File: src/rtl/core/bffa_pkg.sv
// Shared types, codes and constants of the bitmap first-free allocator.
package bffa_pkg;

    localparam int COUNT_W       = 14;
    localparam int IDX_W         = COUNT_W + 1;
    localparam int MAP_BITS_DEF  = 8192;
    localparam int WORD_BITS_DEF = 32;
    localparam int S_TDATA_W     = 16;
    localparam int S_TUSER_W     = 2;
    localparam int M_TDATA_W     = 32;
    localparam int CFG_INDEX_W   = 1;

    localparam logic [COUNT_W-1:0] COUNT_RESET = 14'd8192;

    localparam logic [CFG_INDEX_W-1:0] REG_INODE_COUNT = 1'b0;
    localparam logic [CFG_INDEX_W-1:0] REG_BLOCK_COUNT = 1'b1;

    typedef enum logic {
        MODE_ALLOC = 1'b0,
        MODE_FREE  = 1'b1
    } mode_t;

    typedef enum logic {
        KIND_INODE = 1'b0,
        KIND_BLOCK = 1'b1
    } kind_t;

    typedef enum logic [1:0] {
        STATUS_OK           = 2'd0,
        STATUS_FULL         = 2'd1,
        STATUS_RANGE        = 2'd2,
        STATUS_ALREADY_FREE = 2'd3
    } status_t;

    typedef enum logic [1:0] {
        ST_CLEAR,
        ST_IDLE,
        ST_SCAN,
        ST_DONE
    } state_t;

    // controller to datapath
    typedef struct packed {
        logic    clear;
        logic    load;
        logic    issue;
        logic    write;
        logic    decide;
        status_t status;
        logic    push;
    } cmd_t;

    // datapath to controller
    typedef struct packed {
        logic clear_last;
        logic range_err;
        logic issue_more;
        logic chk_valid;
        logic hit;
        logic bit_set;
        logic is_free;
        logic out_free;
    } sts_t;

endpackage

File: src/rtl/core/bffa_ctrl.sv
// Controller state machine: clearing pass, request capture, word scan and result hand-over.
module bffa_ctrl (
    input  logic                aclk,
    input  logic                aresetn,
    input  logic                s_tvalid,
    output logic                s_tready,
    input  bffa_pkg::sts_t      sts,
    output bffa_pkg::cmd_t      cmd
);

    bffa_pkg::state_t state_reg;
    bffa_pkg::state_t state_next;

    always_ff @(posedge aclk) begin
        if (!aresetn) begin
            state_reg <= bffa_pkg::ST_CLEAR;
        end else begin
            state_reg <= state_next;
        end
    end

    always_comb begin
        state_next = state_reg;
        unique case (state_reg)
            bffa_pkg::ST_CLEAR: begin
                if (sts.clear_last) begin
                    state_next = bffa_pkg::ST_IDLE;
                end
            end
            bffa_pkg::ST_IDLE: begin
                if (s_tvalid) begin
                    state_next = bffa_pkg::ST_SCAN;
                end
            end
            bffa_pkg::ST_SCAN: begin
                if (sts.range_err || (sts.chk_valid && sts.hit) ||
                    (!sts.issue_more && !sts.chk_valid)) begin
                    state_next = bffa_pkg::ST_DONE;
                end
            end
            bffa_pkg::ST_DONE: begin
                if (sts.out_free) begin
                    state_next = bffa_pkg::ST_IDLE;
                end
            end
            default: state_next = bffa_pkg::ST_CLEAR;
        endcase
    end

    always_comb begin
        cmd        = '0;
        cmd.status = bffa_pkg::STATUS_OK;
        s_tready   = 1'b0;
        unique case (state_reg)
            bffa_pkg::ST_CLEAR: begin
                cmd.clear = 1'b1;
            end
            bffa_pkg::ST_IDLE: begin
                s_tready = 1'b1;
                cmd.load = s_tvalid;
            end
            bffa_pkg::ST_SCAN: begin
                if (sts.range_err) begin
                    cmd.decide = 1'b1;
                    cmd.status = bffa_pkg::STATUS_RANGE;
                end else if (sts.chk_valid && sts.hit) begin
                    cmd.decide = 1'b1;
                    if (!sts.is_free || sts.bit_set) begin
                        cmd.write = 1'b1;
                    end else begin
                        cmd.status = bffa_pkg::STATUS_ALREADY_FREE;
                    end
                end else if (!sts.issue_more && !sts.chk_valid) begin
                    cmd.decide = 1'b1;
                    cmd.status = bffa_pkg::STATUS_FULL;
                end else begin
                    cmd.issue = sts.issue_more;
                end
            end
            bffa_pkg::ST_DONE: begin
                cmd.push = sts.out_free;
            end
            default: begin
                cmd.clear = 1'b0;
            end
        endcase
    end

endmodule

File: config.mk
export PLATFORM = sky130hd
export DESIGN_NAME = bffa_ctrl
export DESIGN_NICKNAME = d
export VERILOG_FILES = /design/src/rtl/core/bffa_pkg.sv /design/src/rtl/core/bffa_ctrl.sv
export SDC_FILE = /design/constraint.sdc
export NUM_CORES = 1
export LEC_CHECK = 0
export BUFFER_PORTS_ARGS = -buffer_cell sky130_fd_sc_hd__buf_2
export CAP_MARGIN = 20
export CORE_AREA = 2 2 39 41
export DETAILED_ROUTE_END_ITERATION = 8
export DIE_AREA = 0 0 41 43
export SLEW_MARGIN = 20
export SYNTH_ARGS = -nofsm -noshare
export SYNTH_HDL_FRONTEND = slang
export SYNTH_SLANG_ARGS = --single-unit
File: constraint.sdc
create_clock -name aclk -period 1.2 [get_ports aclk]
set_input_delay 0.06 -clock aclk [delete_from_list [all_inputs] [get_ports aclk]]
set_output_delay 0.06 -clock aclk [all_outputs]
set_load 0.005 [all_outputs]
==> impl_metrics.tcl <==
set metrics [dict create \
    max_stage_delay_ns 0.37 \
    fp-row-count 14 \
    post_drt_via_cell_ratio 4.33 \
    multi_input_area_um2 275 \
    antenna_left 0 \
    nNetsFinal 82 \
    initial_core_util_pct 20.1 \
    ir_drop_mv 0.912 \
    dp_hpwl_um 554 \
    drv_slew 0 \
    largest_register_ffs 2 \
    worstSetupEndpointType "flop" \
    setup_viol 8 \
    critPathBufInv 2 \
    holdCritPathClass "in -> reg" \
    ys_types 19 \
    clkLatencyLatePin_ns 0.23 \
    wl_per_cell_um 9.41 \
    drtIter0Drc 5 \
    cp_max_fo 4 \
    core_um2 1380 \
    antenna_found_initial 0 \
    syn-mean-instance-area_um2 7.51 \
    grt_start_max_net_pins 7 \
    cp-start-kind "flop" \
    fin_crit_ns 1.28 \
    cap_violations 0 \
    dieArea_um2 1760 \
    power_mw 0.976 \
    critPathTopFamily "flip-flops" \
    syn2layout_area_growth_pct 91.4 \
    wl_um 762 \
    rsz0062_at_grt "true" \
    yosys_warnings 0 \
    p_leak_nw 0.266 \
    final_area_um2 532 \
    cts_buffers 3 \
    synthCells 37 \
    clockBufferDepth 2 \
    slowest_stage "dfxtp_2" \
    worst_slew_pin_slew_ns 0.231 \
    finalClockSkew_ns 0.00646 \
    syn_area_um2 278 \
    numPortBuffers 19 \
    vias 351 \
    fin_ws_ns -0.0822 \
    relSlewSlack_pct 84.4 \
    cts_tree "built" \
    drt_pass1_iterations 4 \
    fp.dieH_um 43 \
    path_cells "inv_4 > ha_4 > nand2b_4 > buf_6 > a21oi_4 > nor3b_2 > mux2i_1" \
    critPathKind "reg -> reg" \
    worstPathRequired_ns 1.34 \
    drc 0 \
    clkTransAtPathRegs_ns 0.03 \
    clkSinkCount 2 \
    place_area_um2 434 \
    final_hold_viol_count 0 \
    regArea_um2 45.0 \
    fp.dieW_um 41 \
    maxClockFrequency_mhz 780 \
    root_buffer "clkbuf_4" \
    grt_overflow_total 0 \
    ys_ff_latch 2 \
    crit_arrival_ns 1.42 \
    final.period_utilization_pct 107 \
    status "finished with violations" \
    setup_tns_ns -0.310 \
    ys_seq_area_share_pct 14.4 \
    synth_nets 52 \
    powerDensity_nw_per_um2 1840 \
    final_util_pct 38.4 \
    grt_pass1_wl_um 1200 \
    nFillCells 150 \
    place_congestion 0.593 \
    antenna_cells 0 \
    htree_num_levels 1 \
    violations "setup timing" \
    io_pins 20 \
    drive_above_1_share_pct 63.1 \
    grt_pass1_vias 339 \
    grt_usage_pct 10.4 \
]
[routing by layer]
layer / routed length [um] / GRT usage [%] / vias to the layer above / part of all wire, %
li1: - / - / 182 / -
met1: 285 / 8.89 / 161 / 37
met2: 436 / 19.1 / 8 / 57
met3: 40 / 1.57 / 0 / 5.2
met4: 0 / 8.00 / 0 / 0
met5: 0 / 0 / - / 0
[per-stage QoR]
step / setup slack, ns / std cells / hold WS, ns
6_report: -0.0822 / 81 / 0.115
5_1_grt: -0.137 / 81 / 0.126
4_1_cts: -0.110 / 81 / 0.107
3_5_place_dp: -0.125 / 76 / 0.349
3_3_place_gp: -0.107 / 76 / 0.333
2_1_floorplan: -0.00878 / 37 / 0.194
[power by group]
part	leakage, nW	switching, mW	internal [mW]
clock	0.0138	0.0386	0.110
sequential	0.0175	0.0545	0.115
combinational	0.235	0.263	0.395
[layout make-up]
class	instances	share of cell area, %
Tap cell	16	3.76
Multi-Input combinational cell	31	51.8
Timing Repair Buffer	25	28.5
Clock buffer	3	4.24
Sequential cell	2	8.47
Inverter	4	3.29
[final timing paths]
kind	cells past startpoint	slack [ns]	from	to
worst min-delay path	2	0.11	aresetn	state_reg[0]
worst min register to register	2	0.51	state_reg[1]	state_reg[1]
worst max register to register	7	-0.08	state_reg[0]	state_reg[1]
worst max-delay path	7	-0.08	state_reg[0]	state_reg[1]
[synth_stat cells]
cell type | instances | area share [%]
a22oi_1 | 1 | 2.7
dfxtp_1 | 2 | 14
nor3b_2 | 1 | 4.5
a21oi_1 | 1 | 1.8
nor2_1 | 3 | 4.1
a31oi_1 | 2 | 4.5
inv_1 | 4 | 5.4
and2_1 | 2 | 4.5
a21oi_2 | 1 | 3.2
a31o_1 | 1 | 3.2
nor3_1 | 1 | 1.8
nor2b_1 | 4 | 9.0
nand2b_2 | 1 | 3.2
nand3b_1 | 1 | 2.7
ha_1 | 4 | 18
mux2i_1 | 1 | 3.6
nand2b_1 | 2 | 4.5
nand2_1 | 4 | 5.4
nor4bb_1 | 1 | 3.6
[cells by family (layout without fill, tap and decap cells)]
group	count (synthesis)	count (layout)	synth area share, %
and+or+nand+nor	20	20	43.2
AOI/OAI and AO/OA	6	6	15.3
muxes	1	1	3.60
buffers and inverters	4	32	5.40
adders and majority gates	4	4	18.0
DFF	2	2	14.4
[cells in the final DEF (no fill, tap or decap), drive strengths merged, types with 2 or more instances in the layout]
cell type	netlist	final
nand2	4	4
inv	4	4
and2	2	2
buf	0	25
a31oi	2	2
a21oi	2	2
nand2b	3	3
ha	4	4
dfxtp	2	2
nor2	3	3
clkbuf	0	3
nor2b	4	4
[timing repair]
item,in CTS,in global routing
gates resized for setup,13,1
hold buffers,0,0
setup endpoints to repair,9,8
pin swaps,8,2
setup buffers,2,0
Note: power is estimated with default switching activity, not from simulation.
